`config.mk`:
```
export PLATFORM = sky130hd
export DESIGN_NAME = utf8_text_console_cursor_core
export DESIGN_NICKNAME = d
export VERILOG_FILES = /design/src/rtl/core/utcc_pkg.sv /design/src/rtl/core/utcc_front.sv /design/src/rtl/core/utcc_queue.sv /design/src/rtl/core/utcc_back.sv /design/src/rtl/core/utf8_text_console_cursor_core.sv
export SDC_FILE = /design/constraint.sdc
export NUM_CORES = 1
export LEC_CHECK = 0
export BUFFER_PORTS_ARGS = -buffer_cell sky130_fd_sc_hd__buf_2
export CORE_MARGIN = 2
export CORE_UTILIZATION = 30
export DETAILED_ROUTE_END_ITERATION = 16
export RECOVER_POWER = 100
export SETUP_SLACK_MARGIN = 0.05
export SLEW_MARGIN = 10
export SYNTH_ARGS = -nofsm -noshare
export SYNTH_HDL_FRONTEND = slang
export SYNTH_SLANG_ARGS = --single-unit
```
`constraint.sdc`:
```
create_clock -name clk -period 8.1 [get_ports clk]
set_input_delay 1.62 -clock clk [delete_from_list [all_inputs] [get_ports clk]]
set_output_delay 1.62 -clock clk [all_outputs]
set_load 0.02 [all_outputs]
```
`src/rtl/core/utcc_pkg.sv`:
```
// Shared types and constants for the UTF-8 text console cursor core.
// Used by the front decoder, the command queue, the cursor engine and the top level.
// No dependencies.
package utcc_pkg;

	localparam int TAB_STOP_DEF = 4;
	localparam int QUEUE_DEPTH  = 2;

	localparam logic REG_COLUMNS = 1'b0;
	localparam logic REG_ROWS    = 1'b1;

	localparam logic [7:0] COLUMNS_RESET = 8'd80;
	localparam logic [7:0] ROWS_RESET    = 8'd25;
	localparam logic [7:0] COLUMNS_MIN   = 8'd2;
	localparam logic [7:0] ROWS_MIN      = 8'd1;

	localparam logic [7:0] CH_BACKSPACE  = 8'd8;
	localparam logic [7:0] CH_TAB        = 8'd9;
	localparam logic [7:0] CH_NEWLINE    = 8'd10;
	localparam logic [7:0] CH_RETURN     = 8'd13;
	localparam logic [7:0] CH_SPACE      = 8'd32;
	localparam logic [7:0] CH_LAST_PRINT = 8'd126;
	localparam logic [7:0] CH_QUESTION   = 8'd63;

	localparam logic [7:0] LEAD2_MASK = 8'hE0;
	localparam logic [7:0] LEAD2_CODE = 8'hC0;
	localparam logic [7:0] LEAD3_MASK = 8'hF0;
	localparam logic [7:0] LEAD3_CODE = 8'hE0;

	typedef enum logic [2:0] {
		OP_NEWLINE,
		OP_RETURN,
		OP_BACKSPACE,
		OP_TAB,
		OP_OTHER,
		OP_NARROW,
		OP_WIDE
	} op_t;

	typedef struct packed {
		op_t         op;
		logic [15:0] glyph;
	} cmd_t;

	typedef enum logic [1:0] {
		ACT_NARROW = 2'd0,
		ACT_WIDE   = 2'd1,
		ACT_CLEAR  = 2'd2,
		ACT_SCROLL = 2'd3
	} act_t;

endpackage

```
`src/rtl/core/utcc_front.sv`:
```
// Front decoder: accepts text bytes, assembles UTF-8 sequences and classifies them.
// Depends on utcc_pkg; pushes classified commands into utcc_queue.
module utcc_front import utcc_pkg::*; (
	input  logic       clk,
	input  logic       arst_n,
	input  logic       byte_valid,
	output logic       byte_ready,
	input  logic [7:0] text_byte,
	input  logic       queue_full,
	output logic       push,
	output cmd_t       push_cmd
);

	logic [15:0] partial_q;
	logic [1:0]  pending_q;
	logic [15:0] partial_d;
	logic [1:0]  pending_d;
	logic [15:0] merged;
	logic        accept;
	logic        emit;

	assign byte_ready = !queue_full;
	assign accept     = byte_valid && byte_ready;
	assign merged     = {partial_q[9:0], text_byte[5:0]};
	assign push       = accept && emit;

	always_comb begin
		partial_d      = partial_q;
		pending_d      = pending_q;
		emit           = 1'b0;
		push_cmd.op    = OP_OTHER;
		push_cmd.glyph = {8'd0, text_byte};
		priority if (pending_q != 2'd0) begin
			partial_d = merged;
			pending_d = pending_q - 2'd1;
			if (pending_q == 2'd1) begin
				emit           = 1'b1;
				push_cmd.op    = OP_WIDE;
				push_cmd.glyph = merged;
			end
		end else if (!text_byte[7]) begin
			emit = 1'b1;
			priority if (text_byte == CH_NEWLINE) begin
				push_cmd.op = OP_NEWLINE;
			end else if (text_byte == CH_RETURN) begin
				push_cmd.op = OP_RETURN;
			end else if (text_byte == CH_BACKSPACE) begin
				push_cmd.op = OP_BACKSPACE;
			end else if (text_byte == CH_TAB) begin
				push_cmd.op = OP_TAB;
			end else if (text_byte < CH_SPACE) begin
				push_cmd.op = OP_OTHER;
			end else begin
				push_cmd.op = OP_NARROW;
				if (text_byte > CH_LAST_PRINT) begin
					push_cmd.glyph = {8'd0, CH_QUESTION};
				end
			end
		end else if ((text_byte & LEAD2_MASK) == LEAD2_CODE) begin
			partial_d = {11'd0, text_byte[4:0]};
			pending_d = 2'd1;
		end else if ((text_byte & LEAD3_MASK) == LEAD3_CODE) begin
			partial_d = {12'd0, text_byte[3:0]};
			pending_d = 2'd2;
		end else begin
			emit        = 1'b1;
			push_cmd.op = OP_WIDE;
		end
	end

	always_ff @(posedge clk or negedge arst_n) begin
		if (!arst_n) begin
			partial_q <= 16'd0;
			pending_q <= 2'd0;
		end else if (accept) begin
			partial_q <= partial_d;
			pending_q <= pending_d;
		end
	end

endmodule

```
`src/rtl/core/utcc_queue.sv`:
```
// Short command queue between the front decoder and the cursor engine.
// Depends on utcc_pkg for the command type.
module utcc_queue import utcc_pkg::*; #(
	parameter int DEPTH = QUEUE_DEPTH
) (
	input  logic clk,
	input  logic arst_n,
	input  logic push,
	input  cmd_t push_cmd,
	output logic full,
	input  logic pop,
	output cmd_t head,
	output logic head_valid
);

	localparam int PTR_W = (DEPTH > 1) ? $clog2(DEPTH) : 1;
	localparam int CNT_W = $clog2(DEPTH + 1);
	localparam logic [PTR_W-1:0] PTR_LAST = PTR_W'(DEPTH - 1);
	localparam logic [CNT_W-1:0] CNT_FULL = CNT_W'(DEPTH);

	cmd_t             entries_q [DEPTH];
	logic [PTR_W-1:0] wr_ptr_q;
	logic [PTR_W-1:0] rd_ptr_q;
	logic [CNT_W-1:0] count_q;

	assign full       = (count_q == CNT_FULL);
	assign head_valid = (count_q != '0);
	assign head       = entries_q[rd_ptr_q];

	always_ff @(posedge clk) begin
		if (push) begin
			entries_q[wr_ptr_q] <= push_cmd;
		end
	end

	always_ff @(posedge clk or negedge arst_n) begin
		if (!arst_n) begin
			wr_ptr_q <= '0;
			rd_ptr_q <= '0;
			count_q  <= '0;
		end else begin
			if (push) begin
				wr_ptr_q <= (wr_ptr_q == PTR_LAST) ? '0 : wr_ptr_q + PTR_W'(1);
			end
			if (pop) begin
				rd_ptr_q <= (rd_ptr_q == PTR_LAST) ? '0 : rd_ptr_q + PTR_W'(1);
			end
			unique case ({push, pop})
				2'b10:   count_q <= count_q + CNT_W'(1);
				2'b01:   count_q <= count_q - CNT_W'(1);
				default: count_q <= count_q;
			endcase
		end
	end

endmodule

```
`src/rtl/core/utcc_back.sv`:
```
// Cursor engine: carries out queued commands, keeps the cursor and issues cell commands.
// Depends on utcc_pkg; reads the head of utcc_queue and drives the result register.
module utcc_back import utcc_pkg::*; #(
	parameter int TAB_STOP = TAB_STOP_DEF
) (
	input  logic        clk,
	input  logic        arst_n,
	input  cmd_t        head,
	input  logic        head_valid,
	output logic        pop,
	input  logic [7:0]  eff_cols,
	input  logic [7:0]  eff_rows,
	output logic        result_valid,
	input  logic        result_ready,
	output logic [1:0]  action,
	output logic [7:0]  cell_column,
	output logic [7:0]  cell_row,
	output logic [15:0] glyph_code,
	output logic        last
);

	localparam int MOD_W = $clog2(TAB_STOP);
	localparam logic [MOD_W-1:0] MOD_LAST = MOD_W'(TAB_STOP - 1);
	localparam logic [MOD_W:0]   MOD_WRAP = (MOD_W + 1)'(TAB_STOP);
	localparam logic [8:0]       TAB_ADV  = 9'(TAB_STOP);

	typedef enum logic [2:0] {
		ST_HEAD = 3'b001,
		ST_MAIN = 3'b010,
		ST_POST = 3'b100
	} state_t;

	state_t           state_q, state_d;
	logic [7:0]       col_q, col_d;
	logic [8:0]       row_q, row_d;
	logic [MOD_W-1:0] mod_q, mod_d;

	logic        res_valid_q;
	act_t        res_act_q;
	logic [7:0]  res_col_q;
	logic [7:0]  res_row_q;
	logic [15:0] res_glyph_q;
	logic        res_last_q;

	logic        out_free;
	logic [7:0]  last_row;

	logic        pre_wrap;
	logic [8:0]  pre_row;
	logic        pre_scroll;

	logic [8:0]       c1;
	logic [8:0]       r1;
	logic [MOD_W-1:0] mod_main;
	logic [MOD_W-1:0] mod_inc1;
	logic [MOD_W:0]   mod_sum2;
	logic [MOD_W-1:0] mod_inc2;
	logic             main_emit;
	act_t             main_act;
	logic [7:0]       main_col;
	logic [15:0]      main_glyph;
	logic             main_wrap;
	logic [7:0]       c2;
	logic [8:0]       r2;
	logic [MOD_W-1:0] mod2;
	logic             main_scroll;
	logic             main_go;

	logic        do_emit;
	act_t        emit_act;
	logic [7:0]  emit_col;
	logic [7:0]  emit_row;
	logic [15:0] emit_glyph;
	logic        emit_last;

	assign out_free = !res_valid_q || result_ready;
	assign last_row = eff_rows - 8'd1;

	assign pre_wrap   = (col_q >= eff_cols - 8'd1);
	assign pre_row    = pre_wrap ? row_q + 9'd1 : row_q;
	assign pre_scroll = (pre_row >= {1'b0, eff_rows});

	assign mod_inc1 = (mod_q == MOD_LAST) ? '0 : mod_q + MOD_W'(1);
	assign mod_sum2 = {1'b0, mod_q} + (MOD_W + 1)'(2);
	assign mod_inc2 = (mod_sum2 >= MOD_WRAP) ? MOD_W'(mod_sum2 - MOD_WRAP) : mod_sum2[MOD_W-1:0];

	always_comb begin
		c1         = {1'b0, col_q};
		r1         = row_q;
		mod_main   = mod_q;
		main_emit  = 1'b0;
		main_act   = ACT_NARROW;
		main_col   = col_q;
		main_glyph = head.glyph;
		unique case (head.op)
			OP_NEWLINE: begin
				c1       = 9'd0;
				r1       = row_q + 9'd1;
				mod_main = '0;
			end
			OP_RETURN: begin
				c1       = 9'd0;
				mod_main = '0;
			end
			OP_BACKSPACE: begin
				if (col_q != 8'd0) begin
					c1         = {1'b0, col_q - 8'd1};
					main_emit  = 1'b1;
					main_act   = ACT_CLEAR;
					main_col   = col_q - 8'd1;
					main_glyph = 16'd0;
					mod_main   = (mod_q == '0) ? MOD_LAST : mod_q - MOD_W'(1);
				end
			end
			OP_TAB: begin
				c1       = {1'b0, col_q} + TAB_ADV - 9'(mod_q);
				mod_main = '0;
			end
			OP_NARROW: begin
				c1        = {1'b0, col_q} + 9'd1;
				main_emit = 1'b1;
				main_act  = ACT_NARROW;
				mod_main  = mod_inc1;
			end
			OP_WIDE: begin
				c1        = {1'b0, col_q} + 9'd2;
				main_emit = 1'b1;
				main_act  = ACT_WIDE;
				mod_main  = mod_inc2;
			end
			default: begin
				c1 = {1'b0, col_q};
			end
		endcase
		main_wrap   = (c1 >= {1'b0, eff_cols});
		c2          = main_wrap ? 8'd0 : c1[7:0];
		r2          = main_wrap ? r1 + 9'd1 : r1;
		mod2        = main_wrap ? '0 : mod_main;
		main_scroll = (r2 >= {1'b0, eff_rows});
	end

	assign main_go = ((state_q == ST_HEAD) && head_valid && (head.op != OP_WIDE))
		|| (state_q == ST_MAIN);

	always_comb begin
		state_d    = state_q;
		col_d      = col_q;
		row_d      = row_q;
		mod_d      = mod_q;
		pop        = 1'b0;
		do_emit    = 1'b0;
		emit_act   = ACT_SCROLL;
		emit_col   = 8'd0;
		emit_row   = last_row;
		emit_glyph = 16'd0;
		emit_last  = 1'b0;
		if (main_go) begin
			if (!main_emit || out_free) begin
				do_emit    = main_emit;
				emit_act   = main_act;
				emit_col   = main_col;
				emit_row   = row_q[7:0];
				emit_glyph = main_glyph;
				emit_last  = !main_scroll;
				col_d      = c2;
				row_d      = r2;
				mod_d      = mod2;
				if (main_scroll) begin
					state_d = ST_POST;
				end else begin
					pop     = 1'b1;
					state_d = ST_HEAD;
				end
			end
		end else if (state_q == ST_HEAD) begin
			if (head_valid && (!pre_scroll || out_free)) begin
				state_d = ST_MAIN;
				if (pre_scroll) begin
					do_emit = 1'b1;
					col_d   = 8'd0;
					row_d   = {1'b0, last_row};
					mod_d   = '0;
				end else begin
					col_d = pre_wrap ? 8'd0 : col_q;
					row_d = pre_row;
					mod_d = pre_wrap ? '0 : mod_q;
				end
			end
		end else if (state_q == ST_POST) begin
			if (out_free) begin
				do_emit   = 1'b1;
				emit_last = 1'b1;
				col_d     = 8'd0;
				row_d     = {1'b0, last_row};
				mod_d     = '0;
				pop       = 1'b1;
				state_d   = ST_HEAD;
			end
		end
	end

	always_ff @(posedge clk or negedge arst_n) begin
		if (!arst_n) begin
			state_q     <= ST_HEAD;
			col_q       <= 8'd0;
			row_q       <= 9'd0;
			mod_q       <= '0;
			res_valid_q <= 1'b0;
		end else begin
			state_q <= state_d;
			col_q   <= col_d;
			row_q   <= row_d;
			mod_q   <= mod_d;
			if (do_emit) begin
				res_valid_q <= 1'b1;
			end else if (result_ready) begin
				res_valid_q <= 1'b0;
			end
		end
	end

	always_ff @(posedge clk) begin
		if (do_emit) begin
			res_act_q   <= emit_act;
			res_col_q   <= emit_col;
			res_row_q   <= emit_row;
			res_glyph_q <= emit_glyph;
			res_last_q  <= emit_last;
		end
	end

	assign result_valid = res_valid_q;
	assign action       = res_act_q;
	assign cell_column  = res_col_q;
	assign cell_row     = res_row_q;
	assign glyph_code   = res_glyph_q;
	assign last         = res_last_q;

endmodule

```
`src/rtl/core/utf8_text_console_cursor_core.sv`:
```
// Top level of the UTF-8 text console cursor core: configuration registers and block wiring.
// Depends on utcc_pkg, utcc_front, utcc_queue and utcc_back.
//
// The core takes UTF-8 text one byte per transaction and answers with cell commands
// (draw narrow, draw wide, clear cell, scroll up) for a columns-by-rows grid. The front
// decoder accepts a byte whenever the command queue is not full and queues one command
// per complete character; lead and middle bytes of a sequence leave no command. The cursor
// engine carries out each command in steps: a main step that moves the cursor and issues
// any draw or clear, preceded for a wide glyph by a step that wraps the cursor if the glyph
// would not fit, and followed by a scroll step when the cursor leaves the last row. Each
// cell command is held in an output register, and a two-entry command queue lets the front
// keep taking bytes while the engine waits on a stalled result. Configuration writes take
// effect on the next cycle and should be made while the core is idle.
module utf8_text_console_cursor_core import utcc_pkg::*; #(
	parameter int TAB_STOP = TAB_STOP_DEF
) (
	input  logic        clk,
	input  logic        arst_n,
	input  logic        byte_valid,
	output logic        byte_ready,
	input  logic [7:0]  text_byte,
	input  logic        write_enable,
	input  logic        write_index,
	input  logic [7:0]  write_data,
	output logic        result_valid,
	input  logic        result_ready,
	output logic [1:0]  action,
	output logic [7:0]  cell_column,
	output logic [7:0]  cell_row,
	output logic [15:0] glyph_code,
	output logic        last
);

	logic [7:0] columns_q;
	logic [7:0] rows_q;
	logic [7:0] eff_cols;
	logic [7:0] eff_rows;

	logic queue_full;
	logic push;
	cmd_t push_cmd;
	logic pop;
	cmd_t head;
	logic head_valid;

	always_ff @(posedge clk or negedge arst_n) begin
		if (!arst_n) begin
			columns_q <= COLUMNS_RESET;
			rows_q    <= ROWS_RESET;
		end else if (write_enable) begin
			unique case (write_index)
				REG_COLUMNS: columns_q <= write_data;
				REG_ROWS:    rows_q    <= write_data;
				default:     columns_q <= columns_q;
			endcase
		end
	end

	assign eff_cols = (columns_q < COLUMNS_MIN) ? COLUMNS_MIN : columns_q;
	assign eff_rows = (rows_q < ROWS_MIN) ? ROWS_MIN : rows_q;

	utcc_front u_front (
		.clk        (clk),
		.arst_n     (arst_n),
		.byte_valid (byte_valid),
		.byte_ready (byte_ready),
		.text_byte  (text_byte),
		.queue_full (queue_full),
		.push       (push),
		.push_cmd   (push_cmd)
	);

	utcc_queue #(
		.DEPTH (QUEUE_DEPTH)
	) u_queue (
		.clk        (clk),
		.arst_n     (arst_n),
		.push       (push),
		.push_cmd   (push_cmd),
		.full       (queue_full),
		.pop        (pop),
		.head       (head),
		.head_valid (head_valid)
	);

	utcc_back #(
		.TAB_STOP (TAB_STOP)
	) u_back (
		.clk          (clk),
		.arst_n       (arst_n),
		.head         (head),
		.head_valid   (head_valid),
		.pop          (pop),
		.eff_cols     (eff_cols),
		.eff_rows     (eff_rows),
		.result_valid (result_valid),
		.result_ready (result_ready),
		.action       (action),
		.cell_column  (cell_column),
		.cell_row     (cell_row),
		.glyph_code   (glyph_code),
		.last         (last)
	);

endmodule

```
* Yosys cells after proc, flatten, opt, wreduce, memory -nomap -nowiden
Memories as Yosys holds them, arrays and structs flattened. Cells that the tools add are included.
Storage, ports and cells: bits in registers 90, bits in writable memories 38, bits of input ports 22, word-level logic and storage cells 210, memories 1
Cells by class: add/subtract/negate cells 18, $lt $le $gt $ge 9, equal/unequal tests 25, muxes and demuxes 104, bitwise logic cells 1, reductions and logical operators 35
Memory list:
- u_queue.entries_q | words 2, width 19, rd ports 1, clocked after memory_dff 0, write ports 1, RTL line utcc_queue.sv:21 | cmd_t entries_q [DEPTH];
Operator list (number):
- $mux W8 | 16
- $mux W16 | 7
- $mux W9 | 10
- $pmux W9 S5 | 1
- $mux W10 | 4
- $mux W3 | 13
- $mux W2 | 19
- $eq A8 B4 Y1 const B | 4
- $ge A9 B8 Y1 | 3
- $mux W1 | 26
- $sub A8 B1 Y8 const B | 3
- $mux W19 | 1
- $add A9 B1 Y9 const B | 2
- $mux W18 | 1
- $mux W7 | 2
- $eq A3 B3 Y1 const B | 4
- $reduce_bool A2 Y1 | 5
- $add A8 B1 Y9 const B | 1
- $add A8 B2 Y9 const B | 1
- $add A8 B3 Y9 const B | 1
- $eq A3 B2 Y1 const B | 3
- $reduce_bool A3 Y1 | 3
- $sub A9 B2 Y9 | 1
- $ge A8 B8 Y1 | 1
- 36 further kinds | 60

* Logic depth before layout (Yosys ltp)
word-level depth 13, mapped depth 33, gate-level depth less buffers 30

* Modules after synthesis
From an unflattened synthesis, not the netlist that was laid out.
Unflattened totals: cell total of the unflattened synthesis 824, area total of the unflattened synthesis 8354.3 µm²
By module, submodules not included:
- utcc_back | times used 1, cells an instance 616, area each 5318.9 µm², seq. area each 1627.8 µm²
- utcc_queue | times used 1, cells an instance 75, area each 1559.0 µm², seq. area each 1241.2 µm²
- utf8_text_console_cursor_core | times used 1, cells an instance 56, area each 745.7 µm², seq. area each 406.6 µm²
- utcc_front | times used 1, cells an instance 77, area each 730.7 µm², seq. area each 300.3 µm²

* Worst setup path before layout
OpenSTA, ideal clock, no wires.
path type flip-flop to flip-flop, from register columns_q[2], to register u_back.res_act_q[0] (netlist: u_back.action[0]), enable pin, arrival time 5730 ps, required time 7661 ps, setup slack 1931 ps, stages on the path, launching flop included 22, path buffers 0, period minus slack after synthesis 6169 ps, cell sequence dfrtp_1 -> inv_1 -> nand4_1 -> or3_1 -> o21ai_0 -> ha_1 -> inv_1 -> nor2_1 -> xnor2_1 -> ha_1 -> o21ai_0 -> nor2_1 -> a211oi_1 -> or3_1 -> xor2_1 -> inv_1 -> ha_1 -> and3_1 -> a21oi_1 -> and3_1 -> or3_1 -> a21oi_1
On the way: longest elaborated chain between the ends 12, elaborated cells between the ends (all ways) 13, those cells by class add/sub: 1; order compare: 3; mux: 6; reduce/logical: 3
Ends and longest elaborated chain:
- start, declared | RTL line utf8_text_console_cursor_core.sv:34 | logic [7:0] columns_q;
- start signal, assigned | RTL line utf8_text_console_cursor_core.sv:52 | REG_COLUMNS: columns_q <= write_data;
- start signal, assigned | RTL line utf8_text_console_cursor_core.sv:54 | default: columns_q <= columns_q;
- $lt A8 B2 Y1 | RTL line utf8_text_console_cursor_core.sv:59 | assign eff_cols = (columns_q < COLUMNS_MIN) ? COLUMNS_MIN : columns_q;
- $mux W8 (*) | RTL line utf8_text_console_cursor_core.sv:59
- $sub A8 B1 Y8 (*) | RTL line utcc_back.sv:79 | assign pre_wrap = (col_q >= eff_cols - 8'd1);
- $ge A8 B8 Y1 (*) | RTL line utcc_back.sv:79
- $mux W9 (*) | RTL line utcc_back.sv:80 | assign pre_row = pre_wrap ? row_q + 9'd1 : row_q;
- $ge A9 B8 Y1 (*) | RTL line utcc_back.sv:81 | assign pre_scroll = (pre_row >= {1'b0, eff_rows});
- $logic_not A1 Y1 | RTL line utcc_back.sv:176 | if (head_valid && (!pre_scroll || out_free)) begin
- $logic_or A1 B1 Y1 | RTL line utcc_back.sv:176
- $logic_and A1 B1 Y1 | RTL line utcc_back.sv:176
- $mux W1 (*) | RTL line utcc_back.sv:176
- $mux W1 (*) | RTL line utcc_back.sv:175 | end else if (state_q == ST_HEAD) begin
- $mux W1 (*) | RTL line utcc_back.sv:157 | if (main_go) begin
- named net u_back.do_emit | RTL line utcc_back.sv:69 | logic do_emit;
- end signal, assigned | RTL line utcc_back.sv:224 | res_act_q <= emit_act;
- end, declared | RTL line utcc_back.sv:39 | act_t res_act_q;
Mark *: on every way through the listed nets, which the timed path passes. The rest lies on a longest branch. A chain may end at the register's enable or synchronous reset.

* Worst setup path in the final report
from register u_queue.rd_ptr_q, to register u_queue.count_q[1]
On the way: longest elaborated chain between the ends 12, elaborated cells between the ends (all ways) 28, those cells by class add/sub: 1; order compare: 2; eq/ne: 8; mux: 8; reduce/logical: 8; memory: 1
Ends and longest elaborated chain:
- start, declared | RTL line utcc_queue.sv:23 | logic [PTR_W-1:0] rd_ptr_q;
- start signal, assigned | RTL line utcc_queue.sv:46 | rd_ptr_q <= (rd_ptr_q == PTR_LAST) ? '0 : rd_ptr_q + PTR_W'(1);
- $mem_v2 Z2 W19 (*)
- $eq A3 B1 Y1 / $logic_not A3 Y1 (equally long branches) | RTL line utcc_back.sv:95 | unique case (head.op)
- $reduce_or A2 Y1 (no line)
- $pmux W9 S5 | RTL line utcc_back.sv:95
- $ge A9 B8 Y1 | RTL line utcc_back.sv:135 | main_wrap = (c1 >= {1'b0, eff_cols});
- $mux W9 | RTL line utcc_back.sv:137 | r2 = main_wrap ? r1 + 9'd1 : r1;
- $ge A9 B8 Y1 | RTL line utcc_back.sv:139 | main_scroll = (r2 >= {1'b0, eff_rows});
- $mux W1 | RTL line utcc_back.sv:168 | if (main_scroll) begin
- $mux W1 | RTL line utcc_back.sv:158 | if (!main_emit || out_free) begin
- $mux W1 (*) | RTL line utcc_back.sv:157
- named net pop | RTL line utf8_text_console_cursor_core.sv:42 | logic pop;
- $eq A2 B1 Y1 / $eq A2 B2 Y1 (equally long branches) | RTL line utcc_queue.sv:48 | unique case ({push, pop})
- $pmux W2 S2 / $reduce_bool A2 Y1 (equally long branches)
- end signal, assigned | RTL line utcc_queue.sv:49 | 2'b10: count_q <= count_q + CNT_W'(1);
- end signal, assigned | RTL line utcc_queue.sv:50 | 2'b01: count_q <= count_q - CNT_W'(1);
- end signal, assigned | RTL line utcc_queue.sv:51 | default: count_q <= count_q;
- end, declared | RTL line utcc_queue.sv:24 | logic [CNT_W-1:0] count_q;
Marked as above.

==> results.txt <==
Final Cell Area = 9180 um^2
Status = complete, but fails checks
Post-synthesis mux area share = 5.81%
Synth Area in Compound Gates = 14.8%
Final hold violations = 0
Ys Warns = 0
Worst slew pin tran = 3.22 ns
Setup bufs post-CTS = 0
Setup WS pre-CTS = 1.12 ns
Peak Freq = 0.137 GHz
Register area share after synthesis = 44.1%
# H-tree levels = 4
Remaining global-route overflow = 0
Crit path max fanout = 26
Power Density = 210 nW/um^2
Clk network pwr share = 38.7%
Layout area overhead = 13.3%
WHS Endpoint = u_front.partial_q[4]$_DFFE_PN0P_
RR Startpoint = u_queue.rd_ptr_q$_DFFE_PN0P_
Simple logic cell fraction of the synthesized area = 16.1%
Post-CTS Hold Buffers = 0
Fin. max-slew vios = 73
Post-CTS Resized = 0
ANT nets after route = 0
Asr flop ratio synth = 43.0%
Synth Cell Area = 8100 um^2
Commonest non-fill, non-tap cell in the layout = nor2_1
Worst Path Arrival = 7.66 ns
Layout cells sized above 1 = 10.4%
P_sw = 0.000603 W
Unrepaired setup endpoints after global routing = no
Worst min path class = reg2reg
Crit start category = flip-flop
Setup TNS = 0 ns
Port bufs = 58
Routability Congestion = 0.898
GRT Overall Usage = 14.8%
First-pass GRT wire length = 32800 um
Critical-path top delay cell = dfrtp_1
Synth Flop Type = edfxtp_1
Dpl cell area = 8700 um^2
Minimum clock period after layout = 7.31 ns
Chip Width = 168 um
Via Count = 6139
Worst Setup SP = u_queue.rd_ptr_q$_DFFE_PN0P_
Hold Path Origin = u_front.partial_q[4]$_DFFE_PN0P_
Clk_skew = 0.0117 ns
Pwr Total = 0.00193 W
#FFs+latches synth = 128
Num rows = 60
CTS Buffer Depth = 2
Req. time, crit path = 8.45 ns
Largest area contributor in the netlist = edfxtp_1
Iteration-0 DRC Markers = 369
Max rail drop VDD = 0.109 mV
Initial core utilization = 30.3%
Residual DRC count = 0
TritonCTS Buffers = 17
Yosys cell types = 82
RR Endpoint = u_queue.count_q[1]$_DFFE_PN0P_
Drt pass-1 iters = 5
Initial antenna violation count = 1
Crit Path Class = reg2reg
Top cell type's share of synthesized area = 27.1%
R2r setup slk = 0.79 ns
R2R depth = 25
TritonCTS clock tree = yes
Ports = 59
Seq pwr share = 43.9%
Core box area = 26700 um^2
Vias in the first global route = 5997
Die area = 28300 um^2
MaxCap Viol Count = 2
Ranking of synthesized cells by area = edfxtp_1 (27%), dfrtp_1 (15%), ha_1 (9.4%)
Endpoints failing setup = 0
Adder-Cell Fraction of Synth Area = 9.67%
Clock latency on the worst-skew pair = 0.43 ns
Die Y-Extent = 168 um
Filler cells = 2702
Slew HR = -114%
Static Leak = 3.57 nW
Commonest cells after routing, fill and taps aside = nor2_1 (81), edfxtp_1 (73), nand2_1 (61), ha_1 (61)
CP Buf/Inv Count = 1
Critical path capture point type = flip-flop
WL per Instance = 17.0 um
Int Pwr = 0.00133 W
Critical path's largest stage delay = 0.99 ns
Post-synth EDFFs = 73
Net count after synthesis = 880
Worst setup margin = 0.789 ns
Logic gate share of total power = 17.3%
Crit-path leading delay family = compound AO/OA/AOI/OAI gates
Final WL = 20500 um
Failing checks = max-capacitance violations, max-slew violations
Post-Synth XOR/XNOR Area = 4.86%
Via density = 5.11
Hold Path Stages = 2
Largest net degree at the start of global routing = 56
Avg Inst Size Synth = 10.2 um^2
Final net count = 930
Clock Root Buffer = clkbuf_16
Mapped Cells = 796
Switching share of power = 31.2%
Clk slew on worst S/H paths = 0.07 ns
Largest family of logic cells by synthesized area = simple AND/OR/NAND/NOR gates
# clock sinks = 128
DP HPWL = 15100 um
Crit-path most repeated cell = o21ai_0
Period utilization = 90.3%
## registers in the layout, indices dropped and copies added, names as in the netlist, 3 cells and up
name	cells
u_back.cell_row	8
columns_q	8
u_back.row_q	9
u_front.partial_q	10
u_back.state_q	3
u_back.col_q	8
rows_q	8
u_back.cell_column	8
u_queue.entries_q	38
u_back.glyph_code	16
## stage by stage
step	hold WS (ns)	utilization, %	cells
6_report	0.489	34.3	1201
5_1_grt	0.512	34.3	1200
3_5_place_dp	0.479	32.6	1168
3_3_place_gp	0.470	32.6	1168
4_1_cts	0.494	34.7	1200
2_1_floorplan	0.442	-	796
## Yosys cell counts, types with 3 or more instances
library cell	n
xor2_1	9
nand4_1	6
o22ai_1	6
or3_1	8
mux2_2	20
mux2i_1	22
nor3b_1	3
buf_2	5
buf_6	4
a211oi_1	7
o21ai_1	5
clkbuf_1	22
a41o_1	5
a22o_1	9
and2_1	18
nor2b_1	6
a211o_1	4
nand3b_1	4
nand3_1	13
a2111oi_0	3
edfxtp_1	73
inv_1	45
nor2_1	81
a21o_1	12
dfstp_2	6
nor4_1	4
and3_1	10
ha_1	61
a221oi_1	3
nor3_1	11
o31ai_1	5
a22oi_1	4
xnor2_1	36
nand2b_1	8
o2111ai_1	3
o21ai_0	44
a31oi_1	7
or2_2	3
o21bai_1	4
nand2_1	61
a21oi_1	37
dfrtp_1	49
a221o_1	3
## power by group through the flow
stage          sequential [W]  combinational, W  clock [W]
2_1_floorplan        0.000837          0.000258          0
3_3_place_gp         0.000858          0.000334          0
3_5_place_dp         0.000860          0.000339          0
4_1_cts              0.000848          0.000341   0.000761
5_1_grt              0.000861          0.000375   0.000791
6_report             0.000849          0.000334   0.000748
## worst register-to-register path, stage by stage (launching register included)
cell,delay [ns]
dfrtp_1,0.99
mux2i_1,0.91
nand2_1,0.35
nor2_1,0.41
a221oi_1,0.16
a21oi_1,0.16
o21ai_0,0.11
inv_1,0.08
ha_1,0.24
a21oi_1,0.12
o21ai_0,0.09
a41oi_1,0.24
o32a_1,0.29
and2_1,0.53
o31a_1,0.30
xnor2_1,0.15
ha_1,0.27
a21o_1,0.16
a21oi_1,0.12
o21ai_0,0.12
a31oi_1,0.33
nand2_1,0.14
o21ai_0,0.36
ha_1,0.32
nor2_1,0.14
xor2_1,0.15
## final cells by class
| type | count | area [um^2] | share of cell area (%) |
|---|---|---|---|
| diodes | 1 | 2.50 | 0.0273 |
| well taps | 341 | 427 | 4.65 |
| inverters | 46 | 173 | 1.88 |
| flip-flops and latches | 128 | 3580 | 39.0 |
| clock buffers | 17 | 425 | 4.64 |
| multi-input cells | 586 | 4150 | 45.2 |
| repair buffers | 67 | 282 | 3.07 |
| clock inverters | 15 | 141 | 1.54 |
## kinds of logic (layout without fill, tap and decap cells)
family	after synthesis	in the layout
AO/OA/AOI/OAI	178	178
buffers and inverters	82	145
other	0	1
multiplexers	44	44
AND/OR/NAND/NOR	257	257
adder cells (fa/ha/maj)	62	62
XOR/XNOR	45	45
flip-flops	128	128
## per-layer routing
metal | global-route usage [%] | share of wire (%) | vias up
met5 | 0 | 0 | -
li1 | - | - | 2996
met4 | 5.85 | 2.3 | 0
met1 | 20.5 | 48 | 2992
met2 | 23.0 | 46 | 124
met3 | 2.77 | 3.7 | 27
## worst max path at each step
| stage | to | slack [ns] | cells past startpoint |
|---|---|---|---|
| after floorplan | u_back.action[0]$_SDFFCE_PN1P_ | 1.93 | 21 |
| after global routing | u_queue.count_q[1]$_DFFE_PN0P_ | 0.21 | 25 |
| after global placement | u_queue.count_q[1]$_DFFE_PN0P_ | 1.45 | 27 |
| after detailed placement | u_queue.count_q[1]$_DFFE_PN0P_ | 1.12 | 27 |
| final | u_queue.count_q[1]$_DFFE_PN0P_ | 0.79 | 25 |
| after CTS | u_queue.count_q[1]$_DFFE_PN0P_ | 1.03 | 27 |
Note: power is estimated with default switching activity, not from simulation.
